[config.mk]
export PLATFORM = sky130hd
export DESIGN_NAME = codepoint_key_sequence_encoder
export DESIGN_NICKNAME = d
export VERILOG_FILES = /design/src/rtl/ckse_pkg.sv /design/src/rtl/codepoint_key_sequence_encoder.sv
export SDC_FILE = /design/constraint.sdc
export NUM_CORES = 1
export LEC_CHECK = 0
export BUFFER_PORTS_ARGS = -buffer_cell sky130_fd_sc_hd__buf_2
export CAP_MARGIN = 10
export CORE_MARGIN = 1.5
export CORE_UTILIZATION = 30
export CTS_CLUSTER_DIAMETER = 50
export CTS_CLUSTER_SIZE = 40
export DETAILED_ROUTE_END_ITERATION = 10
export GPL_TIMING_DRIVEN = 0
export PLACE_DENSITY_LB_ADDON = 0.1
export SYNTH_ARGS = -nofsm -noshare
export SYNTH_HDL_FRONTEND = slang
export SYNTH_SLANG_ARGS = --single-unit
[constraint.sdc]
create_clock -name i_clk -period 4.4 [get_ports i_clk]
set_input_delay 0.22 -clock i_clk [delete_from_list [all_inputs] [get_ports i_clk]]
set_output_delay 0.22 -clock i_clk [all_outputs]
set_load 0.02 [all_outputs]
[src/rtl/ckse_pkg.sv]
// ----------------------------------------------------------------------------
// ckse_pkg: shared types and constants for the key sequence encoder
// Word layouts, byte constants and the ctrl key mapping.
// ----------------------------------------------------------------------------
package ckse_pkg;

    localparam int CP_W   = 21;                    // codepoint width
    localparam int MOD_W  = 3;                     // modifier flags
    localparam int LVL_W  = 2;                     // modify-other-keys level
    localparam int DIG_N  = 7;                     // decimal digits of a codepoint
    localparam int BCD_W  = 4 * DIG_N;
    localparam int CNT_W  = $clog2(CP_W + 1);      // conversion step counter
    localparam int DCNT_W = $clog2(DIG_N + 1);     // digit counter
    localparam int CONT_W = 18;                    // UTF-8 continuation payload bits

    localparam logic [CP_W-1:0] CP_MAX = CP_W'(21'h10FFFF);
    localparam logic [CP_W-1:0] CP_SPACE = CP_W'(8'h20);
    localparam logic [CP_W-1:0] CP_DEL   = CP_W'(8'h7F);

    localparam logic [7:0] B_ESC   = 8'h1B;
    localparam logic [7:0] B_LBRK  = 8'h5B;        // '['
    localparam logic [7:0] B_TWO   = 8'h32;        // '2'
    localparam logic [7:0] B_SEVEN = 8'h37;        // '7'
    localparam logic [7:0] B_SEMI  = 8'h3B;        // ';'
    localparam logic [7:0] B_TILDE = 8'h7E;        // '~'

    localparam int MOD_SHIFT = 0;
    localparam int MOD_ALT   = 1;
    localparam int MOD_CTRL  = 2;

    typedef struct packed {
        logic [CP_W-1:0]  codepoint;
        logic [MOD_W-1:0] modifiers;
    } t_in_word;

    typedef struct packed {
        logic [7:0] output_byte;
        logic       last_byte;
    } t_out_word;

    typedef struct packed {
        logic       hit;
        logic [7:0] code;
    } t_ctl_map;

    // Ctrl-key mapping of a printable ASCII codepoint.
    function automatic t_ctl_map ckse_ctrl_map(input logic [CP_W-1:0] cp);
        t_ctl_map   res;
        logic [7:0] c;
        res = '{hit: 1'b0, code: 8'h00};
        c   = {1'b0, cp[6:0]};
        if (cp[CP_W-1:7] == '0) begin
            priority if (c >= 8'h61 && c <= 8'h7A) begin
                res = '{hit: 1'b1, code: c - 8'h60};
            end else if (c >= 8'h41 && c <= 8'h5A) begin
                res = '{hit: 1'b1, code: c - 8'h40};
            end else begin
                unique case (c)
                    8'h20, 8'h40, 8'h32:         res = '{hit: 1'b1, code: 8'h00};
                    8'h5B, 8'h7B, 8'h33:         res = '{hit: 1'b1, code: 8'h1B};
                    8'h5C, 8'h7C, 8'h34:         res = '{hit: 1'b1, code: 8'h1C};
                    8'h5D, 8'h7D, 8'h35:         res = '{hit: 1'b1, code: 8'h1D};
                    8'h5E, 8'h7E, 8'h36:         res = '{hit: 1'b1, code: 8'h1E};
                    8'h5F, 8'h2D, 8'h2F, 8'h37:  res = '{hit: 1'b1, code: 8'h1F};
                    8'h3F, 8'h38:                res = '{hit: 1'b1, code: 8'h7F};
                    default:                     res = '{hit: 1'b0, code: 8'h00};
                endcase
            end
        end
        return res;
    endfunction

endpackage

[src/rtl/codepoint_key_sequence_encoder.sv]
// ----------------------------------------------------------------------------
// codepoint_key_sequence_encoder
// Turns a typed character (codepoint + shift/alt/ctrl) into terminal bytes.
// ----------------------------------------------------------------------------
// One input word is one keystroke; the block answers with the byte sequence a
// terminal would see, one byte per output word, last_byte set on the final
// one. With modify-other-keys on (level 1: alt/ctrl combos, level 2 or 3: any
// modifier) a printable key is sent as ESC [ 2 7 ; m ; <decimal cp> ~. Else a
// ctrl key with a mapping sends its control byte (NUL included), ESC first if
// alt is held. Else the codepoint goes out as UTF-8, ESC first if alt is held.
// A zero codepoint, or a UTF-8 codepoint above 0x10FFFF, gives no bytes.
// Timing: a word is taken while idle, then one byte per cycle goes into the
// output register while i_stall allows. Ctrl and UTF-8 keys hold the input
// until their bytes (1 to 5) are out. The CSI 27 form runs a 21-step
// shift-add-3 binary to BCD converter, started at acceptance and overlapped
// with the seven prefix bytes; digits wait on it, and the seven digit places
// are taken in turn, leading zeros skipped without a byte. The next word is
// taken as soon as the final byte has been loaded, even while it still waits
// downstream.
// ----------------------------------------------------------------------------
module codepoint_key_sequence_encoder
    import ckse_pkg::*;
(
    input  logic             i_clk,
    input  logic             i_rst_n,
    // keystroke input
    input  logic             i_valid,
    output logic             o_stall,
    input  t_in_word         i_in,
    // byte output
    output logic             o_valid,
    input  logic             i_stall,
    output t_out_word        o_out,
    // modify-other-keys level
    input  logic             i_cfg_we,
    input  logic [LVL_W-1:0] i_cfg_wdata
);

    typedef enum logic [6:0] {
        S_IDLE  = 7'b0000001,
        S_ESC   = 7'b0000010,   // ESC prefix
        S_CSI   = 7'b0000100,   // "[27;m;"
        S_DIG   = 7'b0001000,   // decimal codepoint
        S_TILDE = 7'b0010000,
        S_LEAD  = 7'b0100000,   // control byte or UTF-8 lead byte
        S_CONT  = 7'b1000000    // UTF-8 continuation bytes
    } t_state;

    t_state               r_state, n_state;
    logic [LVL_W-1:0]     r_level;
    logic                 r_ovalid, n_ovalid;
    t_out_word            r_out, n_out;
    logic                 r_csi, n_csi;
    logic [7:0]           r_lead, n_lead;     // ctl byte, UTF-8 lead, or '0'+m
    logic [2:0]           r_idx, n_idx;       // CSI byte index / continuations left
    logic [CONT_W-1:0]    r_sh, n_sh;         // continuation bits, msb aligned
    logic [CP_W-1:0]      r_bin, n_bin;       // converter input shifter
    logic [BCD_W-1:0]     r_bcd, n_bcd;       // converter digits
    logic [CNT_W-1:0]     r_cnt, n_cnt;       // converter steps left
    logic [DCNT_W-1:0]    r_dcnt, n_dcnt;     // digit places left
    logic                 r_nz, n_nz;         // a digit has been sent

    logic                 w_acc;
    logic                 w_slot;
    logic                 w_emit;
    logic [7:0]           w_byte;
    logic                 w_last;
    logic                 w_alt;
    logic                 w_ctrl;
    logic                 w_use_csi;
    t_ctl_map             w_map;
    logic [BCD_W-1:0]     w_adj;
    logic [3:0]           w_top;
    logic [CP_W-1:0]      w_cp;

    assign o_stall = (r_state != S_IDLE);
    assign o_valid = r_ovalid;
    assign o_out   = r_out;

    assign w_acc  = i_valid && (r_state == S_IDLE);
    assign w_slot = !r_ovalid || !i_stall;
    assign w_cp   = i_in.codepoint;
    assign w_alt  = i_in.modifiers[MOD_ALT];
    assign w_ctrl = i_in.modifiers[MOD_CTRL];
    assign w_map  = ckse_ctrl_map(w_cp);
    assign w_top  = r_bcd[BCD_W-1 -: 4];

    // level 3 acts as level 2
    assign w_use_csi = (r_level != '0) && (i_in.modifiers != '0) &&
                       (w_cp >= CP_SPACE) && (w_cp != CP_DEL) &&
                       !((r_level == LVL_W'(1)) && !w_alt && !w_ctrl);

    // add-3 correction for every BCD digit
    always_comb begin
        for (int i = 0; i < DIG_N; i++) begin
            w_adj[4*i +: 4] = (r_bcd[4*i +: 4] >= 4'd5) ? r_bcd[4*i +: 4] + 4'd3
                                                        : r_bcd[4*i +: 4];
        end
    end

    always_comb begin
        n_state  = r_state;
        n_csi    = r_csi;
        n_lead   = r_lead;
        n_idx    = r_idx;
        n_sh     = r_sh;
        n_bin    = r_bin;
        n_bcd    = r_bcd;
        n_cnt    = r_cnt;
        n_dcnt   = r_dcnt;
        n_nz     = r_nz;
        w_emit   = 1'b0;
        w_byte   = 8'h00;
        w_last   = 1'b0;

        // converter: one bit per cycle
        if (r_cnt != '0) begin
            n_bcd = {w_adj[BCD_W-2:0], r_bin[CP_W-1]};
            n_bin = {r_bin[CP_W-2:0], 1'b0};
            n_cnt = r_cnt - CNT_W'(1);
        end

        unique case (r_state)
            S_IDLE: begin
                if (w_acc && w_cp != '0) begin
                    n_idx = '0;
                    priority if (w_use_csi) begin
                        n_csi   = 1'b1;
                        n_bin   = w_cp;
                        n_bcd   = '0;
                        n_cnt   = CNT_W'(CP_W);
                        n_dcnt  = DCNT_W'(DIG_N);
                        n_nz    = 1'b0;
                        n_lead  = {4'h3, {1'b0, i_in.modifiers} + 4'd1};
                        n_state = S_ESC;
                    end else if (w_ctrl && w_map.hit) begin
                        n_csi   = 1'b0;
                        n_lead  = w_map.code;
                        n_state = w_alt ? S_ESC : S_LEAD;
                    end else if (w_cp <= CP_MAX) begin
                        n_csi   = 1'b0;
                        priority if (w_cp < CP_W'(21'h80)) begin
                            n_lead = {1'b0, w_cp[6:0]};
                            n_sh   = '0;
                            n_idx  = 3'd0;
                        end else if (w_cp < CP_W'(21'h800)) begin
                            n_lead = {3'b110, w_cp[10:6]};
                            n_sh   = {w_cp[5:0], 12'h000};
                            n_idx  = 3'd1;
                        end else if (w_cp < CP_W'(21'h10000)) begin
                            n_lead = {4'b1110, w_cp[15:12]};
                            n_sh   = {w_cp[11:0], 6'h00};
                            n_idx  = 3'd2;
                        end else begin
                            n_lead = {5'b11110, w_cp[20:18]};
                            n_sh   = w_cp[17:0];
                            n_idx  = 3'd3;
                        end
                        n_state = w_alt ? S_ESC : S_LEAD;
                    end else begin
                        n_state = S_IDLE;
                    end
                end
            end
            S_ESC: begin
                if (w_slot) begin
                    w_emit  = 1'b1;
                    w_byte  = B_ESC;
                    n_state = r_csi ? S_CSI : S_LEAD;
                end
            end
            S_CSI: begin
                if (w_slot) begin
                    w_emit = 1'b1;
                    unique case (r_idx)
                        3'd0:    w_byte = B_LBRK;
                        3'd1:    w_byte = B_TWO;
                        3'd2:    w_byte = B_SEVEN;
                        3'd4:    w_byte = r_lead;
                        default: w_byte = B_SEMI;
                    endcase
                    if (r_idx == 3'd5) begin
                        n_state = S_DIG;
                    end else begin
                        n_idx = r_idx + 3'd1;
                    end
                end
            end
            S_DIG: begin
                if (r_cnt == '0) begin
                    // drop leading zeros, always keep the last place
                    if (!r_nz && w_top == 4'd0 && r_dcnt > DCNT_W'(1)) begin
                        n_bcd  = {r_bcd[BCD_W-5:0], 4'h0};
                        n_dcnt = r_dcnt - DCNT_W'(1);
                    end else if (w_slot) begin
                        w_emit = 1'b1;
                        w_byte = {4'h3, w_top};
                        n_nz   = 1'b1;
                        n_bcd  = {r_bcd[BCD_W-5:0], 4'h0};
                        n_dcnt = r_dcnt - DCNT_W'(1);
                        if (r_dcnt == DCNT_W'(1)) begin
                            n_state = S_TILDE;
                        end
                    end
                end
            end
            S_TILDE: begin
                if (w_slot) begin
                    w_emit  = 1'b1;
                    w_byte  = B_TILDE;
                    w_last  = 1'b1;
                    n_state = S_IDLE;
                end
            end
            S_LEAD: begin
                if (w_slot) begin
                    w_emit  = 1'b1;
                    w_byte  = r_lead;
                    w_last  = (r_idx == 3'd0);
                    n_state = (r_idx == 3'd0) ? S_IDLE : S_CONT;
                end
            end
            S_CONT: begin
                if (w_slot) begin
                    w_emit = 1'b1;
                    w_byte = {2'b10, r_sh[CONT_W-1 -: 6]};
                    w_last = (r_idx == 3'd1);
                    n_sh   = {r_sh[CONT_W-7:0], 6'h00};
                    n_idx  = r_idx - 3'd1;
                    if (r_idx == 3'd1) begin
                        n_state = S_IDLE;
                    end
                end
            end
            default: begin
                n_state = S_IDLE;
            end
        endcase
    end

    // output register
    always_comb begin
        n_ovalid = r_ovalid;
        n_out    = r_out;
        if (w_emit) begin
            n_ovalid = 1'b1;
            n_out    = '{output_byte: w_byte, last_byte: w_last};
        end else if (!i_stall) begin
            n_ovalid = 1'b0;
        end
    end

    always_ff @(posedge i_clk) begin
        if (!i_rst_n) begin
            r_state  <= S_IDLE;
            r_level  <= '0;
            r_ovalid <= 1'b0;
            r_cnt    <= '0;
        end else begin
            r_state  <= n_state;
            r_ovalid <= n_ovalid;
            r_cnt    <= n_cnt;
            if (i_cfg_we) begin
                r_level <= i_cfg_wdata;
            end
        end
    end

    always_ff @(posedge i_clk) begin
        r_out  <= n_out;
        r_csi  <= n_csi;
        r_lead <= n_lead;
        r_idx  <= n_idx;
        r_sh   <= n_sh;
        r_bin  <= n_bin;
        r_bcd  <= n_bcd;
        r_dcnt <= n_dcnt;
        r_nz   <= n_nz;
    end

    // ------------------------------------------------------------------------
    // assertions
    // ------------------------------------------------------------------------
    a_dig_after_conv: assert property (@(posedge i_clk) disable iff (!i_rst_n)
        (r_state == S_DIG && w_emit) |-> (r_cnt == '0))
        else $error("digit sent before conversion finished");

    a_dig_places: assert property (@(posedge i_clk) disable iff (!i_rst_n)
        (r_state == S_DIG) |-> (r_dcnt != '0))
        else $error("digit state with no places left");

    a_conv_bound: assert property (@(posedge i_clk) disable iff (!i_rst_n)
        r_cnt <= CNT_W'(CP_W))
        else $error("converter step count out of range");

    a_zero_cp: assert property (@(posedge i_clk) disable iff (!i_rst_n)
        (w_acc && w_cp == '0) |=> (r_state == S_IDLE && !$rose(r_ovalid)))
        else $error("zero codepoint produced output");

    a_cont_count: assert property (@(posedge i_clk) disable iff (!i_rst_n)
        (r_state == S_CONT) |-> (r_idx != 3'd0 && r_idx <= 3'd3))
        else $error("bad continuation count");

endmodule
=== Word level (Yosys, flattened, before mapping) ===
Index checks and enable logic that the tools add are counted.

* Add/subtract/negate cells: 14
* Eq/ne operators: 55
* Multiplexer cells: 104
* Reduce and logical (&&, ||, !) cells: 46
* Magnitude comparators: 17

{| class="wikitable"
|+ Operator list
! cell !! count
|-
| 28-bit 2-to-1 mux || 6
|-
| 18-bit 2-to-1 mux || 8
|-
| 7-bit 2-to-1 mux || 14
|-
| 7-bit by 6-bit == test with 1-bit output (second input constant) || 12
|-
| 21-bit 2-to-1 mux || 4
|-
| 7-bit == test (second input constant) || 11
|-
| 9-bit one-hot mux with 7 select lines || 1
|-
| 28-bit one-hot mux with 2 select lines || 1
|-
| 6-bit 2-to-1 mux || 9
|-
| 7-bit one-hot mux with 7 select lines || 1
|-
| 8-bit 2-to-1 mux || 6
|-
| 8-bit one-hot mux with 6 select lines || 1
|-
| 18-bit one-hot mux with 2 select lines || 1
|-
| 8-bit one-hot mux with 4 select lines || 1
|-
| 3-bit 2-to-1 mux || 10
|-
| 5-bit 2-to-1 mux || 6
|-
| 2-bit inequality test (second input constant) || 15
|-
| 4-bit by 3-bit >= comparator with 1-bit output (second input constant) || 7
|-
| 4-bit 2-to-1 mux || 7
|-
| 9-bit 2-to-1 mux || 3
|-
| 4-bit by 2-bit adder with 4-bit output (second input constant) || 6
|-
| 21-bit by 6-bit >= comparator with 1-bit output (second input constant) || 1
|-
| 21-bit <= comparator (second input constant) || 1
|-
| 21-bit by 12-bit less-than comparator with 1-bit output (second input constant) || 1
|-
| other kinds (49) || 103
|}

* Flip-flop bits (word level): 107
* Logic and storage cells: 251
* Output and inout port bits: 11
* Input bits: 31

=== Depth between registers and ports, before layout ===
* Word-level depth: 11
* Gate-level depth with buffers: 11
* Depth with buffers taken out: 9

=== Worst setup path before layout ===
OpenSTA, ideal clock, no wires.

* Kind: in2reg
* Start: input i_in[19] in the netlist's numbering
* End: register r_sh[0] (enable)
* Buffers on the path: 1
* Setup slack: 1.142 ns
* Setup time: 0.399 ns
* Required time: 4.001 ns
* Data arrival time: 2.859 ns
* Stages: 7
* Cell sequence: or4_4 -> or2_1 -> buf_2 -> a2111o_1 -> a21oi_1 -> o211ai_1 -> a21oi_1

* Word-level cells in the longest chain between the ends: 6

{| class="wikitable"
|+ Ends and longest elaborated chain
! element !! line !! text
|-
| start, declared || codepoint_key_sequence_encoder.sv:29 || <nowiki>input t_in_word i_in,</nowiki>
|-
| 21-bit by 6-bit >= comparator with 1-bit output || codepoint_key_sequence_encoder.sv:90 || <nowiki>(w_cp >= CP_SPACE) && (w_cp != CP_DEL) &&</nowiki>
|-
| 1-bit logical AND || codepoint_key_sequence_encoder.sv:89 || <nowiki>assign w_use_csi = (r_level != '0) && (i_in.modifiers != '0) &&</nowiki>
|-
| 1-bit logical AND (2 in a row) || codepoint_key_sequence_encoder.sv:90 ||
|-
| 2-bit inequality test (no source line) || - ||
|-
| 6-bit AND reduction (no source line) * || - ||
|-
| end signal, assigned || codepoint_key_sequence_encoder.sv:274 || <nowiki>r_sh <= n_sh;</nowiki>
|-
| end, declared || codepoint_key_sequence_encoder.sv:56 || <nowiki>logic [CONT_W-1:0] r_sh, n_sh;</nowiki>
|}

Mark *: on every way between the ends. The rest lies on a longest branch, timed or not.
A chain may end at the register's enable or synchronous reset.

=== Worst setup path in the final report ===
* Start: register r_state[1]
* End: register r_bcd[25]

* Word-level cells in the longest chain between the ends: 5

{| class="wikitable"
|+ Ends and longest elaborated chain
! element !! line !! text
|-
| start, declared || codepoint_key_sequence_encoder.sv:49 || <nowiki>t_state r_state, n_state;</nowiki>
|-
| start signal, assigned || codepoint_key_sequence_encoder.sv:260 || <nowiki>r_state <= n_state;</nowiki>
|-
| 7-bit by 1-bit == test with 1-bit output || codepoint_key_sequence_encoder.sv:80, codepoint_key_sequence_encoder.sv:123 ||
|-
| 1-bit logical AND || codepoint_key_sequence_encoder.sv:80 || <nowiki>assign w_acc = i_valid && (r_state == S_IDLE);</nowiki>
|-
| 1-bit logical AND || codepoint_key_sequence_encoder.sv:125 || <nowiki>if (w_acc && w_cp != '0) begin</nowiki>
|-
| 28-bit 2-to-1 mux || codepoint_key_sequence_encoder.sv:125 ||
|-
| 28-bit one-hot mux with 2 select lines * || codepoint_key_sequence_encoder.sv:123 || <nowiki>unique case (r_state)</nowiki>
|-
| net n_bcd[25] || codepoint_key_sequence_encoder.sv:58 || <nowiki>logic [BCD_W-1:0] r_bcd, n_bcd;</nowiki>
|-
| end signal, assigned || codepoint_key_sequence_encoder.sv:276 || <nowiki>r_bcd <= n_bcd;</nowiki>
|-
| end, declared || codepoint_key_sequence_encoder.sv:58 ||
|}

The timed path passes the listed nets; every way through them passes the cells marked *.

==> flow_summary.json <==
{
  "r2r_slack_ns": 0.99,
  "synth_nets": 858,
  "synth_edf_count": 43,
  "antenna_cells": 0,
  "antenna_found_initial": 0,
  "syn_area_per_cell_um2": 8.54,
  "critPathRequiredTime_ns": 4.61,
  "fin_skew_ns": 0.0180,
  "cp-end-kind": "flop",
  "synth_ff_type": "dfxtp_1",
  "worstRegToRegCells": 8,
  "cts_buffer_depth": 2,
  "worst_slack_ns": 0.992,
  "drive_gt1_share_pct": 11.1,
  "rsz0062_at_grt": "no",
  "clockRootBuffer": "clkbuf_16",
  "syn_area_um2": 6820,
  "first_global_vias": 5871,
  "start_util_pct": 30.9,
  "cts_tree": "done",
  "powerDensity_nw_per_um2": 513,
  "dieArea_um2": 23600,
  "yosysSeqAreaShare_pct": 37.7,
  "htree_levels": 3,
  "yosys_warnings": 0,
  "critical_path_class": "reg -> reg",
  "place_ws_ns": 0.954,
  "ys_ff_latch": 107,
  "grt_max_degree": 17,
  "layout_common_cells": "nand2_1, nor2_1, dfxtp_1",
  "grt_usage_pct": 18.0,
  "cts_buffers": 9,
  "place_congestion": 0.806,
  "worstSetupStartpoint": "r_state[1]$_SDFFE_PN0P_",
  "leakagePower_nw": 2.83,
  "gr-total-overflow": 0,
  "grt_pass1_wl_um": 33600,
  "fin_crit_sh_pct": 77.5,
  "yosysUniqueCellTypes": 80,
  "dieWidth_um": 154,
  "timing.fmax_mhz": 293,
  "final-hold-violation-count": 0,
  "clk_pin_slew_ns": 0.07,
  "crit_end": "r_bcd[25]$_DFF_P_",
  "io_pins": 42,
  "yosys.area.top_type": "edfxtp_1",
  "drtAntennaViolNets": 0,
  "setup_viol": 0,
  "wirelength_um": 21000,
  "clock_latency_ns": 0.36,
  "hp-class": "in -> reg",
  "netlist_instances": 798,
  "clkSinkCount": 107,
  "start_kind": "flop",
  "rr_endpoint": "r_bcd[25]$_DFF_P_",
  "drv_cap": 0,
  "synth_top_area_share_pct": 18.9,
  "tightest_slew_ns": 0.965,
  "dr.pass1.iters": 5,
  "fin_nets": 910,
  "die_y_um": 154,
  "dp_hpwl_um": 15500,
  "cts_setup_buffers": 0,
  "area_growth_syn_to_layout_pct": 12.8,
  "final_common_cell": "nand2_1",
  "vdd_drop_max_v": 0.000193,
  "fin_util_pct": 34.9,
  "core.rowCount": 54,
  "min-delay-start": "i_rst_n",
  "via_per_inst": 5.43,
  "synth_area_leaders": "edfxtp_1, dfxtp_1, ha_1, nand2_1, mux2i_1",
  "core_area_um2": 22000,
  "timing.rr.start": "r_state[1]$_SDFFE_PN0P_",
  "arrival_ns": 3.62,
  "synthArstFlopShare_pct": 0,
  "period_needed_ns": 3.41,
  "maxSlewHeadroom_pct": 35.0,
  "cts-resized-gates": 0,
  "crit_fanout": 10,
  "hold_buffers": 0,
  "final_max_slew_viol_count": 0,
  "wl_per_cell_um": 18.5,
  "io_buffers": 40,
  "status": "complete, no violations",
  "drt_iter0_drc": 383,
  "vias": 6162,
  "drc_errors": 0
}
-- power by group --
group | switching, mW | internal (mW) | leakage [nW] | total (mW)
logic | 0.914 | 0.663 | 1.76 | 1.58
clock network | 0.387 | 0.456 | 0.148 | 0.843
registers | 0.214 | 1.31 | 0.929 | 1.52
-- worst min-delay path by stage --
stage / cells past startpoint / slack [ns] / end
3_3_place_gp: 2 / 0.45 / r_state[0]$_SDFFE_PN1P_
6_report: 2 / 0.08 / r_state[0]$_SDFFE_PN1P_
5_1_grt: 2 / 0.09 / r_state[0]$_SDFFE_PN1P_
3_5_place_dp: 2 / 0.45 / r_bin[0]$_DFF_P_
4_1_cts: 2 / 0.08 / r_state[0]$_SDFFE_PN1P_
2_1_floorplan: 1 / 0.32 / r_state[0]$_SDFFE_PN1P_
-- layer usage --
layer | track usage (%) | vias up | wire length [um]
li1 | - | 3062 | -
met1 | 26.7 | 2939 | 10900
met2 | 26.7 | 138 | 8910
met3 | 2.68 | 23 | 845
met4 | 5.73 | 0 | 370
met5 | 0 | - | 0
-- synthesized netlist by cell type (4+ instances only) --
| cell type | number |
|---|---|
| o211ai_1 | 8 |
| o311ai_0 | 4 |
| inv_1 | 33 |
| nor4b_1 | 4 |
| buf_2 | 12 |
| nand3_1 | 14 |
| a21oi_1 | 48 |
| a31oi_1 | 6 |
| nand2b_1 | 13 |
| nor3b_1 | 6 |
| mux2i_1 | 29 |
| o2111ai_1 | 6 |
| or4_1 | 5 |
| clkbuf_1 | 39 |
| nor2_1 | 73 |
| ha_1 | 29 |
| edfxtp_1 | 43 |
| o21ai_0 | 55 |
| a21o_1 | 4 |
| nor3_1 | 24 |
| o22ai_1 | 5 |
| dfxtp_1 | 64 |
| a211oi_1 | 36 |
| and3_1 | 13 |
| xnor2_1 | 11 |
| or3_1 | 5 |
| xor2_1 | 4 |
| and2_1 | 10 |
| nand4_1 | 9 |
| o31ai_1 | 10 |
| or2_2 | 4 |
| a2111oi_0 | 4 |
| nand2_1 | 84 |
| a221oi_1 | 10 |
-- critical path: stages (launching register included) --
cell and delay (ns):
dfxtp_1 0.30, clkbuf_1 0.20, or3b_2 0.53, nor4_1 0.75, nand3_1 0.23, a21oi_1 0.35
buf_2 0.33, clkbuf_1 0.48, a211oi_1 0.08
-- cell families (layout without fill, tap and decap cells) --
group	count (synthesis)	count (layout)	share of synthesized area [%]
buffers and inverters	88	145	5.18
multiplexers	32	32	4.75
AND/OR/NAND/NOR	286	286	20.9
flip-flops	107	107	37.7
AO/OA/AOI/OAI	241	241	24.2
XOR/XNOR	15	15	1.93
adder cells (fa/ha/maj)	29	29	5.32
-- per-stage QoR --
stage	power, mW	area, um2	hold slack [ns]	TNS (ns)	instances
after floorplan	2.69	6820	0.319	0	798
after global placement	3.13	7370	0.450	-2.16	1118
after detailed placement	3.14	7390	0.450	0	1119
after CTS	3.98	7690	0.0779	0	1135
after global routing	4.26	7690	0.0862	0	1135
final	3.95	7690	0.0823	0	1135
-- cell type report --
class,instances,area [um2]
Buffer,54,225
Inverter,34,128
Sequential cell,107,2570
Clock buffer,14,287
Clock inverter,2,13.8
Fill cell,2347,14300
Multi-Input combinational cell,603,3900
Tap cell,280,350
Timing Repair Buffer,41,215
-- state kept, by name, indices dropped and copies added, names as in the netlist --
signal	cells
o_out	9
o_valid	1
r_bcd	28
r_bin	21
r_cnt	5
r_csi	1
r_dcnt	3
r_idx	3
r_lead	8
r_level	2
r_nz	1
r_sh	18
r_state	7
No activity file was read; power rests on OpenSTA's default activity.
